==> src/rtl/polyline_closest_point_core_macros.svh <==
// ----------------------------------------------------------------------------
// Polyline closest point core assertion macros
// Concurrent property wrappers clocked on i_clk, disabled while in reset.
// ----------------------------------------------------------------------------
`ifndef POLYLINE_CLOSEST_POINT_CORE_MACROS_SVH
`define POLYLINE_CLOSEST_POINT_CORE_MACROS_SVH

// Consequent must hold in the same cycle as the antecedent.
`define PCP_ASSERT_SAME(label, ante, cons, msg) \
    label: assert property (@(posedge i_clk) disable iff (!i_rst_n) (ante) |-> (cons)) \
        else $error(msg);

// Consequent must hold in the cycle after the antecedent.
`define PCP_ASSERT_NEXT(label, ante, cons, msg) \
    label: assert property (@(posedge i_clk) disable iff (!i_rst_n) (ante) |=> (cons)) \
        else $error(msg);

`endif

==> src/rtl/pcp_pkg.sv <==
// ----------------------------------------------------------------------------
// Polyline closest point package
// Controller states and the command / status bundles between control and datapath.
// ----------------------------------------------------------------------------
package pcp_pkg;

    typedef enum logic [3:0] {
        ST_IDLE,
        ST_MUL_DXX,
        ST_MUL_DYY,
        ST_MUL_WXD,
        ST_MUL_WYD,
        ST_SUM_NUM,
        ST_DECIDE,
        ST_DIVIDE,
        ST_MUL_TX,
        ST_MUL_TY,
        ST_SUM_CY,
        ST_MUL_EX,
        ST_MUL_EY,
        ST_SUM_DIST,
        ST_UPDATE,
        ST_EMIT
    } t_state;

    typedef enum logic [2:0] {
        MS_DX_DX,
        MS_DY_DY,
        MS_WX_DX,
        MS_WY_DY,
        MS_DX_T,
        MS_DY_T,
        MS_EX_EX,
        MS_EY_EY
    } t_mul_sel;

    typedef enum logic [3:0] {
        ACC_NONE,
        ACC_DEN_LD,
        ACC_DEN_ADD,
        ACC_NUM_LD,
        ACC_NUM_ADD,
        ACC_CX,
        ACC_CY,
        ACC_DIST_LD,
        ACC_DIST_ADD
    } t_acc_op;

    typedef struct packed {
        logic     load;
        logic     mul_en;
        t_mul_sel mul_sel;
        t_acc_op  acc;
        logic     cand_a;
        logic     cand_b;
        logic     div_init;
        logic     div_step;
        logic     update;
        logic     emit;
    } t_dp_cmd;

    typedef struct packed {
        logic den_zero;
        logic num_le0;
        logic num_ge_den;
    } t_dp_stat;

endpackage

==> src/rtl/polyline_closest_point_core.sv <==
// A first vertex goes straight to emit, a vertex whose projection clamps to an end
// skips the divider, and any other runs it; only a last vertex strobes a result.
// busy falls as the result is strobed; start is taken again in the strobe cycle.
// The radix-2 divider (one quotient bit a cycle) and the one shared multiplier set the pace.
// Synchronous active-low reset clears prev and query point to zero and sets the best
// distance to all ones; results are strobed for one cycle, the receiver cannot stall.
// ----------------------------------------------------------------------------
// Polyline closest point core
// Closest point on a streamed polyline to a query point, with squared distance.
// ----------------------------------------------------------------------------
`include "polyline_closest_point_core_macros.svh"

module polyline_closest_point_core
    import pcp_pkg::*;
#(
    parameter int COORD_BITS = 16,
    parameter int FRAC_BITS  = 16
) (
    input  logic                         i_clk,
    input  logic                         i_rst_n,
    input  logic                         start,
    output logic                         busy,
    input  logic signed [COORD_BITS-1:0] i_vertex_x,
    input  logic signed [COORD_BITS-1:0] i_vertex_y,
    input  logic signed [COORD_BITS-1:0] i_query_x,
    input  logic signed [COORD_BITS-1:0] i_query_y,
    input  logic                         i_first_vertex,
    input  logic                         i_last_vertex,
    output logic                         o_res_valid,
    output logic signed [COORD_BITS-1:0] o_near_x,
    output logic signed [COORD_BITS-1:0] o_near_y,
    output logic [2*COORD_BITS:0]        o_dist_sq,
    output logic                         o_valid_res
);

    t_dp_cmd  cmd;
    t_dp_stat stat;
    logic     res_zero;

    pcp_ctrl #(
        .FRAC_BITS(FRAC_BITS)
    ) u_ctrl (
        .i_clk         (i_clk),
        .i_rst_n       (i_rst_n),
        .i_start       (start),
        .i_first_vertex(i_first_vertex),
        .i_stat        (stat),
        .o_cmd         (cmd),
        .o_busy        (busy)
    );

    pcp_dp #(
        .COORD_BITS(COORD_BITS),
        .FRAC_BITS (FRAC_BITS)
    ) u_dp (
        .i_clk         (i_clk),
        .i_rst_n       (i_rst_n),
        .i_cmd         (cmd),
        .o_stat        (stat),
        .i_vertex_x    (i_vertex_x),
        .i_vertex_y    (i_vertex_y),
        .i_query_x     (i_query_x),
        .i_query_y     (i_query_y),
        .i_first_vertex(i_first_vertex),
        .i_last_vertex (i_last_vertex),
        .o_res_valid   (o_res_valid),
        .o_near_x      (o_near_x),
        .o_near_y      (o_near_y),
        .o_dist_sq     (o_dist_sq),
        .o_valid_res   (o_valid_res)
    );

    assign res_zero = (o_dist_sq == '0) && (o_near_x == '0) && (o_near_y == '0);

    `PCP_ASSERT_SAME(a_strobe_when_idle, o_res_valid, !busy, "result strobe while busy")
    `PCP_ASSERT_NEXT(a_accept_busy, start && !busy, busy, "accepted beat did not raise busy")
    `PCP_ASSERT_NEXT(a_strobe_single, o_res_valid, !o_res_valid, "result strobe held")
    `PCP_ASSERT_SAME(a_invalid_zero, o_res_valid && !o_valid_res, res_zero, "invalid result not zero")

endmodule

==> src/rtl/pcp_ctrl.sv <==
// ----------------------------------------------------------------------------
// Polyline closest point controller
// Sequences the shared multiplier, the clamp decision and the radix-2 divider.
// ----------------------------------------------------------------------------
module pcp_ctrl
    import pcp_pkg::*;
#(
    parameter int FRAC_BITS = 16
) (
    input  logic     i_clk,
    input  logic     i_rst_n,
    input  logic     i_start,
    input  logic     i_first_vertex,
    input  t_dp_stat i_stat,
    output t_dp_cmd  o_cmd,
    output logic     o_busy
);

    localparam int CW = $clog2(FRAC_BITS);

    t_state        r_state, n_state;
    logic [CW-1:0] r_cnt, n_cnt;
    t_dp_cmd       cmd;

    always_ff @(posedge i_clk) begin
        if (!i_rst_n) begin
            r_state <= ST_IDLE;
            r_cnt   <= '0;
        end else begin
            r_state <= n_state;
            r_cnt   <= n_cnt;
        end
    end

    always_comb begin
        n_state = r_state;
        n_cnt   = r_cnt;
        cmd     = '0;
        unique case (r_state)
            ST_IDLE: begin
                if (i_start) begin
                    cmd.load = 1'b1;
                    n_state  = i_first_vertex ? ST_EMIT : ST_MUL_DXX;
                end
            end
            ST_MUL_DXX: begin
                cmd.mul_en  = 1'b1;
                cmd.mul_sel = MS_DX_DX;
                n_state     = ST_MUL_DYY;
            end
            ST_MUL_DYY: begin
                cmd.mul_en  = 1'b1;
                cmd.mul_sel = MS_DY_DY;
                cmd.acc     = ACC_DEN_LD;
                n_state     = ST_MUL_WXD;
            end
            ST_MUL_WXD: begin
                cmd.mul_en  = 1'b1;
                cmd.mul_sel = MS_WX_DX;
                cmd.acc     = ACC_DEN_ADD;
                n_state     = ST_MUL_WYD;
            end
            ST_MUL_WYD: begin
                cmd.mul_en  = 1'b1;
                cmd.mul_sel = MS_WY_DY;
                cmd.acc     = ACC_NUM_LD;
                n_state     = ST_SUM_NUM;
            end
            ST_SUM_NUM: begin
                cmd.acc = ACC_NUM_ADD;
                n_state = ST_DECIDE;
            end
            ST_DECIDE: begin
                priority if (i_stat.den_zero || i_stat.num_le0) begin
                    cmd.cand_a = 1'b1;
                    n_state    = ST_MUL_EX;
                end else if (i_stat.num_ge_den) begin
                    cmd.cand_b = 1'b1;
                    n_state    = ST_MUL_EX;
                end else begin
                    cmd.div_init = 1'b1;
                    n_cnt        = '0;
                    n_state      = ST_DIVIDE;
                end
            end
            ST_DIVIDE: begin
                cmd.div_step = 1'b1;
                if (r_cnt == CW'(FRAC_BITS - 1)) begin
                    n_state = ST_MUL_TX;
                end else begin
                    n_cnt = r_cnt + 1'b1;
                end
            end
            ST_MUL_TX: begin
                cmd.mul_en  = 1'b1;
                cmd.mul_sel = MS_DX_T;
                n_state     = ST_MUL_TY;
            end
            ST_MUL_TY: begin
                cmd.mul_en  = 1'b1;
                cmd.mul_sel = MS_DY_T;
                cmd.acc     = ACC_CX;
                n_state     = ST_SUM_CY;
            end
            ST_SUM_CY: begin
                cmd.acc = ACC_CY;
                n_state = ST_MUL_EX;
            end
            ST_MUL_EX: begin
                cmd.mul_en  = 1'b1;
                cmd.mul_sel = MS_EX_EX;
                n_state     = ST_MUL_EY;
            end
            ST_MUL_EY: begin
                cmd.mul_en  = 1'b1;
                cmd.mul_sel = MS_EY_EY;
                cmd.acc     = ACC_DIST_LD;
                n_state     = ST_SUM_DIST;
            end
            ST_SUM_DIST: begin
                cmd.acc = ACC_DIST_ADD;
                n_state = ST_UPDATE;
            end
            ST_UPDATE: begin
                cmd.update = 1'b1;
                n_state    = ST_EMIT;
            end
            ST_EMIT: begin
                cmd.emit = 1'b1;
                n_state  = ST_IDLE;
            end
        endcase
    end

    assign o_cmd  = cmd;
    assign o_busy = (r_state != ST_IDLE);

endmodule

==> src/rtl/pcp_dp.sv <==
// ----------------------------------------------------------------------------
// Polyline closest point datapath
// Segment deltas, shared multiplier, dot-product accumulators, restoring
// divider for the projection fraction, and the running best candidate.
// ----------------------------------------------------------------------------
module pcp_dp
    import pcp_pkg::*;
#(
    parameter int COORD_BITS = 16,
    parameter int FRAC_BITS  = 16
) (
    input  logic                         i_clk,
    input  logic                         i_rst_n,
    input  t_dp_cmd                      i_cmd,
    output t_dp_stat                     o_stat,
    input  logic signed [COORD_BITS-1:0] i_vertex_x,
    input  logic signed [COORD_BITS-1:0] i_vertex_y,
    input  logic signed [COORD_BITS-1:0] i_query_x,
    input  logic signed [COORD_BITS-1:0] i_query_y,
    input  logic                         i_first_vertex,
    input  logic                         i_last_vertex,
    output logic                         o_res_valid,
    output logic signed [COORD_BITS-1:0] o_near_x,
    output logic signed [COORD_BITS-1:0] o_near_y,
    output logic [2*COORD_BITS:0]        o_dist_sq,
    output logic                         o_valid_res
);

    localparam int CB   = COORD_BITS;
    localparam int XW   = CB + 1;
    localparam int MW   = ((CB > FRAC_BITS) ? CB : FRAC_BITS) + 1;
    localparam int PW   = 2 * MW;
    localparam int DENW = 2 * CB + 2;
    localparam int NUMW = 2 * CB + 3;
    localparam int DW   = 2 * CB + 1;
    localparam int HALF = 1 << (FRAC_BITS - 1);

    // path state
    logic signed [CB-1:0]   r_prev_x, r_prev_y;
    logic signed [CB-1:0]   r_qx, r_qy;
    logic [DW-1:0]          r_best_dist;
    logic                   r_have_seg;
    logic                   r_out_valid;

    // per-item working registers
    logic                   r_last;
    logic signed [CB-1:0]   r_ax, r_ay;
    logic signed [XW-1:0]   r_dx, r_dy, r_wx, r_wy;
    logic signed [PW-1:0]   r_prod;
    logic [DENW-1:0]        r_den;
    logic signed [NUMW-1:0] r_num;
    logic [DENW-1:0]        r_rem;
    logic [FRAC_BITS-1:0]   r_quo;
    logic signed [CB-1:0]   r_cx, r_cy;
    logic [DW-1:0]          r_dist;
    logic signed [CB-1:0]   r_best_x, r_best_y;
    logic signed [CB-1:0]   r_out_x, r_out_y;
    logic [DW-1:0]          r_out_dist;
    logic                   r_out_vres;

    logic signed [XW-1:0]   ex, ey;
    logic signed [MW-1:0]   op_a, op_b;
    logic signed [MW-1:0]   t_ext;
    logic signed [PW-1:0]   rnd;
    logic signed [NUMW-1:0] den_s;
    logic [DENW:0]          rem2, den_w;
    logic                   rem_ge;
    logic                   take;

    assign ex    = XW'(r_qx) - XW'(r_cx);
    assign ey    = XW'(r_qy) - XW'(r_cy);
    assign t_ext = $signed(MW'(r_quo));

    always_comb begin
        unique case (i_cmd.mul_sel)
            MS_DX_DX: begin op_a = MW'(r_dx); op_b = MW'(r_dx); end
            MS_DY_DY: begin op_a = MW'(r_dy); op_b = MW'(r_dy); end
            MS_WX_DX: begin op_a = MW'(r_wx); op_b = MW'(r_dx); end
            MS_WY_DY: begin op_a = MW'(r_wy); op_b = MW'(r_dy); end
            MS_DX_T:  begin op_a = MW'(r_dx); op_b = t_ext;     end
            MS_DY_T:  begin op_a = MW'(r_dy); op_b = t_ext;     end
            MS_EX_EX: begin op_a = MW'(ex);   op_b = MW'(ex);   end
            MS_EY_EY: begin op_a = MW'(ey);   op_b = MW'(ey);   end
        endcase
    end

    // round half up, then floor back to coordinate scale
    assign rnd = (r_prod + PW'(HALF)) >>> FRAC_BITS;

    assign den_s  = {1'b0, r_den};
    assign rem2   = {r_rem, 1'b0};
    assign den_w  = {1'b0, r_den};
    assign rem_ge = (rem2 >= den_w);
    assign take   = (r_dist <= r_best_dist);

    assign o_stat.den_zero   = (r_den == '0);
    assign o_stat.num_le0    = r_num[NUMW-1] || (r_num == '0);
    assign o_stat.num_ge_den = (r_num >= den_s);

    always_ff @(posedge i_clk) begin
        if (!i_rst_n) begin
            r_prev_x    <= '0;
            r_prev_y    <= '0;
            r_qx        <= '0;
            r_qy        <= '0;
            r_best_dist <= '1;
            r_have_seg  <= 1'b0;
            r_out_valid <= 1'b0;
        end else begin
            r_out_valid <= i_cmd.emit && r_last;
            if (i_cmd.load) begin
                r_prev_x <= i_vertex_x;
                r_prev_y <= i_vertex_y;
                if (i_first_vertex) begin
                    r_qx        <= i_query_x;
                    r_qy        <= i_query_y;
                    r_best_dist <= '1;
                    r_have_seg  <= 1'b0;
                end
            end
            if (i_cmd.update) begin
                if (take) begin
                    r_best_dist <= r_dist;
                end
                r_have_seg <= 1'b1;
            end
            if (i_cmd.emit && r_last) begin
                r_best_dist <= '1;
                r_have_seg  <= 1'b0;
            end
        end
    end

    always_ff @(posedge i_clk) begin
        if (i_cmd.load) begin
            r_last <= i_last_vertex;
            r_ax   <= r_prev_x;
            r_ay   <= r_prev_y;
            r_dx   <= XW'(i_vertex_x) - XW'(r_prev_x);
            r_dy   <= XW'(i_vertex_y) - XW'(r_prev_y);
            r_wx   <= XW'(r_qx) - XW'(r_prev_x);
            r_wy   <= XW'(r_qy) - XW'(r_prev_y);
        end

        if (i_cmd.mul_en) begin
            r_prod <= op_a * op_b;
        end

        unique case (i_cmd.acc)
            ACC_DEN_LD:   r_den  <= DENW'(r_prod);
            ACC_DEN_ADD:  r_den  <= r_den + DENW'(r_prod);
            ACC_NUM_LD:   r_num  <= NUMW'(r_prod);
            ACC_NUM_ADD:  r_num  <= r_num + NUMW'(r_prod);
            ACC_CX:       r_cx   <= CB'(XW'(r_ax) + XW'(rnd));
            ACC_CY:       r_cy   <= CB'(XW'(r_ay) + XW'(rnd));
            ACC_DIST_LD:  r_dist <= DW'(r_prod);
            ACC_DIST_ADD: r_dist <= r_dist + DW'(r_prod);
            default: ;
        endcase

        // clamped ends: start vertex, or end vertex now held as prev
        if (i_cmd.cand_a) begin
            r_cx <= r_ax;
            r_cy <= r_ay;
        end
        if (i_cmd.cand_b) begin
            r_cx <= r_prev_x;
            r_cy <= r_prev_y;
        end

        if (i_cmd.div_init) begin
            r_rem <= DENW'(r_num);
            r_quo <= '0;
        end
        if (i_cmd.div_step) begin
            r_rem <= rem_ge ? DENW'(rem2 - den_w) : DENW'(rem2);
            r_quo <= {r_quo[FRAC_BITS-2:0], rem_ge};
        end

        if (i_cmd.update && take) begin
            r_best_x <= r_cx;
            r_best_y <= r_cy;
        end

        if (i_cmd.emit && r_last) begin
            r_out_x    <= r_have_seg ? r_best_x : '0;
            r_out_y    <= r_have_seg ? r_best_y : '0;
            r_out_dist <= r_have_seg ? r_best_dist : '0;
            r_out_vres <= r_have_seg;
        end
    end

    assign o_res_valid = r_out_valid;
    assign o_near_x    = r_out_x;
    assign o_near_y    = r_out_y;
    assign o_dist_sq   = r_out_dist;
    assign o_valid_res = r_out_vres;

endmodule
==> config.mk <==
export PLATFORM = sky130hd
export DESIGN_NAME = polyline_closest_point_core
export DESIGN_NICKNAME = d
export VERILOG_FILES = /design/src/rtl/pcp_pkg.sv /design/src/rtl/polyline_closest_point_core.sv /design/src/rtl/pcp_ctrl.sv /design/src/rtl/pcp_dp.sv
export VERILOG_INCLUDE_DIRS = /design/src /design/src/rtl
export SDC_FILE = /design/constraint.sdc
export NUM_CORES = 2
export LEC_CHECK = 0
export ABC_AREA = 1
export BUFFER_PORTS_ARGS = -buffer_cell sky130_fd_sc_hd__buf_4
export CORE_MARGIN = 4
export CORE_UTILIZATION = 50
export DETAILED_ROUTE_END_ITERATION = 7
export GPL_TIMING_DRIVEN = 0
export PLACE_DENSITY = 0.77
export SLEW_MARGIN = 5
export SYNTH_ARGS = -nofsm -noshare
export SYNTH_HDL_FRONTEND = slang
export SYNTH_SLANG_ARGS = --single-unit
==> constraint.sdc <==
create_clock -name i_clk -period 7.1 [get_ports i_clk]
set_input_delay 1.775 -clock i_clk [delete_from_list [all_inputs] [get_ports i_clk]]
set_output_delay 1.775 -clock i_clk [all_outputs]
set_load 0.01 [all_outputs]
# After elaboration in Yosys (flattened, before gate mapping)
# Cells that the tools add are included.
# op_classes
n_addsub,14
multipliers,1
order_cmp,3
eq_ne,36
mux,45
bitwise,1
reduce_logical,28
# ops
cell,n
33-bit 2-to-1 mux,4
16-bit 2-to-1 mux,8
34-bit 2-to-1 mux,3
17-bit case mux with 6 select lines,1
16-bit by 16-bit subtractor with 17-bit output,6
17-bit case mux with 5 select lines,1
35-bit case mux with 2 select lines,1
34-bit case mux with 2 select lines,1
33-bit case mux with 2 select lines,1
4-bit case mux with 16 select lines,1
4-bit case mux with 8 select lines,2
"4-bit equality test, second input constant",10
35-bit by 34-bit adder with 35-bit output,1
35-bit by 34-bit greater-or-equal comparator with 1-bit output,1
35-bit greater-or-equal comparator,1
35-bit logical NOT,1
34-bit adder,1
34-bit logical NOT,1
17-bit by 17-bit multiplier with 34-bit output,1
34-bit subtractor,1
33-bit adder,1
33-bit <= comparator,1
16-bit adder,2
"32-bit by 17-bit adder with 32-bit output, second input constant",1
other kinds (25),76
# totals
regBits,524
in_bits,69
out_inout_bits,68
elab_cells,158

# Depth between registers and ports, before layout
# depth
ltp_word,7
mapped_depth,41
ltp_nobuf,40

# Hierarchy
# Synthesis repeated with hierarchy kept, for this count alone.
# hier_totals
hier_cells,6488
hier_area_um2,49507.5
# by_module_without_submodules
mod,n_inst,cells_each,area_per_inst_um2,seq_area_each_um2
pcp_dp,1,6377,48858.1,14503.9
pcp_ctrl,1,111,649.4,160.2

# Least setup slack after synthesis
# Ideal clock, no wire load.
# synth_timing
kind,reg2reg
from,reg u_dp.r_cy[0]
to,reg u_dp.r_prod[24] (data pin)
setup_time_ns,0.262
t_arrival_ns,6.529
t_required_ns,6.838
setup_slack_ns,0.309
stages_incl_launch_ff,30
n_path_buf,1
synth_period_minus_slack_ns,6.791
cell_sequence,edfxtp_1 ha_1 fa_1 nor2_1 nor3_1 a31o_2 a21oi_1 nand3_1 o21ai_1 buf_2 nor2_1 fa_1 inv_1 fa_1 inv_1 fa_1 fa_1 fa_1 inv_1 fa_1 inv_1 ha_1 a21oi_1 a21boi_0 nand2_1 a21oi_1 inv_1 a21oi_1 o21bai_1 xor2_1
# synth_between
elab_chain_len,3
elab_cells_between_ends,4
cone_classes,add/sub (1); mul (1); mux (2)
# synth_rtl
element,line_no,text
start: declaration,pcp_dp.sv:54,"logic signed [CB-1:0] r_cx, r_cy;"
start signal: assignment,pcp_dp.sv:155,ACC_CY: r_cy <= CB'(XW'(r_ay) + XW'(rnd));
start signal: assignment,pcp_dp.sv:164,r_cy <= r_ay;
start signal: assignment,pcp_dp.sv:168,r_cy <= r_prev_y;
16-bit by 16-bit subtractor with 17-bit output *,pcp_dp.sv:71,assign ey = XW'(r_qy) - XW'(r_cy);
17-bit case mux with 6 select lines or 17-bit case mux with 5 select lines (tied branches),pcp_dp.sv:75,unique case (i_cmd.mul_sel)
17-bit by 17-bit multiplier with 34-bit output *,pcp_dp.sv:146,r_prod <= op_a * op_b;
end signal: assignment,pcp_dp.sv:146,
end: declaration,pcp_dp.sv:49,logic signed [PW-1:0] r_prod;
# Every way passes the cells marked *; elsewhere a longest branch is shown, timed or not.
# A chain may end at the register's enable or synchronous reset.

# Worst setup path after layout
# layout_timing
from,reg u_dp.r_cx[0]
to,reg u_dp.r_prod[28] (data pin)
# layout_between
elab_chain_len,3
elab_cells_between_ends,4
cone_classes,add/sub (1); mul (1); mux (2)
# layout_rtl
element,line_no,text
start: declaration,pcp_dp.sv:54,
start signal: assignment,pcp_dp.sv:154,ACC_CX: r_cx <= CB'(XW'(r_ax) + XW'(rnd));
start signal: assignment,pcp_dp.sv:163,r_cx <= r_ax;
start signal: assignment,pcp_dp.sv:167,r_cx <= r_prev_x;
16-bit by 16-bit subtractor with 17-bit output *,pcp_dp.sv:70,assign ex = XW'(r_qx) - XW'(r_cx);
17-bit case mux with 6 select lines or 17-bit case mux with 5 select lines (tied branches),pcp_dp.sv:75,
17-bit by 17-bit multiplier with 34-bit output *,pcp_dp.sv:146,
# Marked as above.

==> results by group <==
Cells and area
  • # fillers: 8544
  • Final std cells w/o fill: 7739
  • Multi-input gate area: 30900 µm²
  • Layout cells sized above 1: 0.122
  • # nets final: 7215
  • Syn-to-layout area delta: 15.8%
  • FF+latch area: 14700 µm²
  • Ant. Diodes: 0

Run status
  • Outcome: complete, but fails checks
  • Failing checks: negative setup slack

Worst setup path
  • Worst path most repeated cell: fa_1
  • Crit Path Max Fanout: 6
  • Crit end category: register
  • Crit path launch type: register
  • WP data arrival: 7.85 ns
  • Slowest CP cell: fa_1
  • CP bufs+invs: 8
  • Crit path largest cell delay: 0.55 ns
  • Cell family with most CP delay: adder cells
  • CP required: 7.55 ns
  • Worst Path Class, Setup: reg2reg

STA
  • Final period util: 1.04
  • Max Fclk: 135 MHz
  • Final worst path period need: 7.40 ns
  • Setup-failing EPs final: 13
  • Clk_skew: 0.0571 ns
  • Pins Over Slew Limit: 0
  • Final hold vios: 0
  • Measured slew at the worst slew-check pin: 1.39 ns
  • RSZ-0062 raised after global routing: yes
  • Final setup slack of the worst path: -0.303 ns
  • Relative slew slack: 0.0720
  • Final hold slack: 0.410 ns

Synthesis
  • Cell variety after synth: 55
  • Syn. warnings: 0
  • Synthesized area per cell: 7.89 µm²
  • Seq/Total Area, Yosys: 0.304
  • Post-Syn Area: 48200 µm²
  • Most area-consuming cells after synthesis: edfxtp_1 (26%), fa_1 (13%), ha_1 (11%)
  • Post-synth top cells: nand2_1 (1299), inv_1 (961), nor2_1 (661), edfxtp_1 (417), ha_1 (412)
  • #FFs+latches synth: 524
  • Synth async-reset ratio: 0
  • Dominant synthesized flop cell: edfxtp_1
  • Syn nets: 6895
  • Gate Count Post-Synth: 6105
  • Top cell type by total area after synthesis: edfxtp_1
  • Top-count cell post-synth: nand2_1
  • Number of flops mapped to enable cells by yosys: 417
  • Share of the synthesized area in the top cell type: 0.260

Clock network
  • Clk slew on worst S/H paths: 0.08 ns
  • Clk buf depth: 3
  • CTS H-tree depth: 2
  • Hold_buf cts: 0
  • CTS sink cnt: 524
  • CTS Buf Count: 59
  • Clk_lat worst skew: 0.71 ns
  • CTS root buf: clkbuf_16
  • CTS tree: built

Routing
  • Residual DRC: 0
  • Final WL: 175000 µm
  • DRT antenna net count: 0
  • Wire length per cell: 22.6 µm
  • Total number of vias: 44900
  • First DRT Iteration DRCs: 5143
  • 1st-pass router iterations: 6
  • Vias per std cell: 5.81

Floorplanning
  • Die Y: 318 µm
  • Core ar.: 95300 µm²
  • Rows: 113
  • IO Pins: 137
  • Initial core utilization: 0.506
  • Die X-Extent: 318 µm
  • Die area: 101000 µm²

Placement
  • HPWL after detailed placement: 139000 µm
  • GPL Wtd Cong: 1.04
  • Pre-CTS WS: -1.74 ns
  • Post-Place Cells: 7524
  • PortBufs: 136

GRT
  • Antenna violations before repair: 2
  • First-pass GRT wire length: 259000 µm
  • Total GRT Usage: 0.333
  • Grt total ovfl: 0
  • Largest net degree at the start of global routing: 51
  • Number of global-route vias before repair: 43400

Run
  • Max Cap Violations: 0

Min path
  • HP Class: reg2reg
## metal layers
layer / up-vias / share of wire / global-route usage
li1: 20600 / - / -
met1: 21400 / 0.39 / 0.430
met2: 2372 / 0.44 / 0.526
met3: 583 / 0.090 / 0.0554
met4: 0 / 0.075 / 0.204
met5: - / 0 / 0
## cells in the final DEF, fill, tap and decap left out, types with 46 or more instances in the layout
master,n
inv_1,924
or2_2,46
clkbuf_1,88
xor2_1,97
ha_1,380
o21ai_0,391
a21oi_1,360
nand2_1,1248
dfxtp_1,104
nor2_1,636
xnor2_1,86
clkbuf_16,60
nand3_1,298
buf_4,245
nand4_1,68
fa_1,287
edfxtp_1,417
## registers in the layout, indices dropped and copies added (netlist names), 33 cells and up
signal	count
u_dp.o_dist_sq	33
u_dp.r_num	35
u_dp.r_dist	33
u_dp.r_den	34
u_dp.r_prod	34
u_dp.r_rem	34
u_dp.r_best_dist	33
## final timing paths
kind / startpoint / to / slack, ns / cells after the start
max: u_dp.r_cx[0] / u_dp.r_prod[28] / -0.30 / 36
min: u_dp.r_prev_x[9] / u_dp.r_ax[9] / 0.41 / 0
max reg2reg: u_dp.r_cx[0] / u_dp.r_prod[28] / -0.30 / 36
min reg2reg: u_dp.r_prev_x[9] / u_dp.r_ax[9] / 0.41 / 0
## cells by family (layout without fill, tap and decap cells)
| kind of cell | after synthesis | after routing | share of synthesized area |
|---|---|---|---|
| simple gates | 2533 | 2533 | 0.219 |
| fa+ha+maj | 721 | 721 | 0.235 |
| flops | 524 | 524 | 0.304 |
| xor+xnor | 189 | 189 | 0.0344 |
| compound gates | 1029 | 1029 | 0.118 |
| buf+inv | 1109 | 1478 | 0.0886 |
## stage by stage
step / TNS (ns) / cell area (µm²) / util
floorplan: 0 / 48200 / -
global placement: -374.14 / 50800 / 0.533
detailed placement: -20.81 / 51100 / 0.536
CTS: -0.627 / 54800 / 0.575
global route: -5.68 / 55800 / 0.585
finish: -2.42 / 55800 / 0.585
## cell type report
class	count	area share
repair buffers	259	0.0385
flip-flops and latches	524	0.263
clock buffers	73	0.0281
clock inverters	37	0.00794
well taps	1265	0.0284
inverters	978	0.0665
multi-input cells	4472	0.554
plain buffers	131	0.0132
## repair_timing
| item | CTS | global route |
|---|---|---|
| resized for setup | 284 | 170 |
| setup buffers | 68 | 35 |
| gates cloned | 1 | 1 |
| setup endpoints to repair | 24 | 22 |
| pin swaps | 73 | 99 |
Power is left out: the tool's default activity adds up to more than one toggle a clock period on the data nets, which glitch-free logic cannot reach.
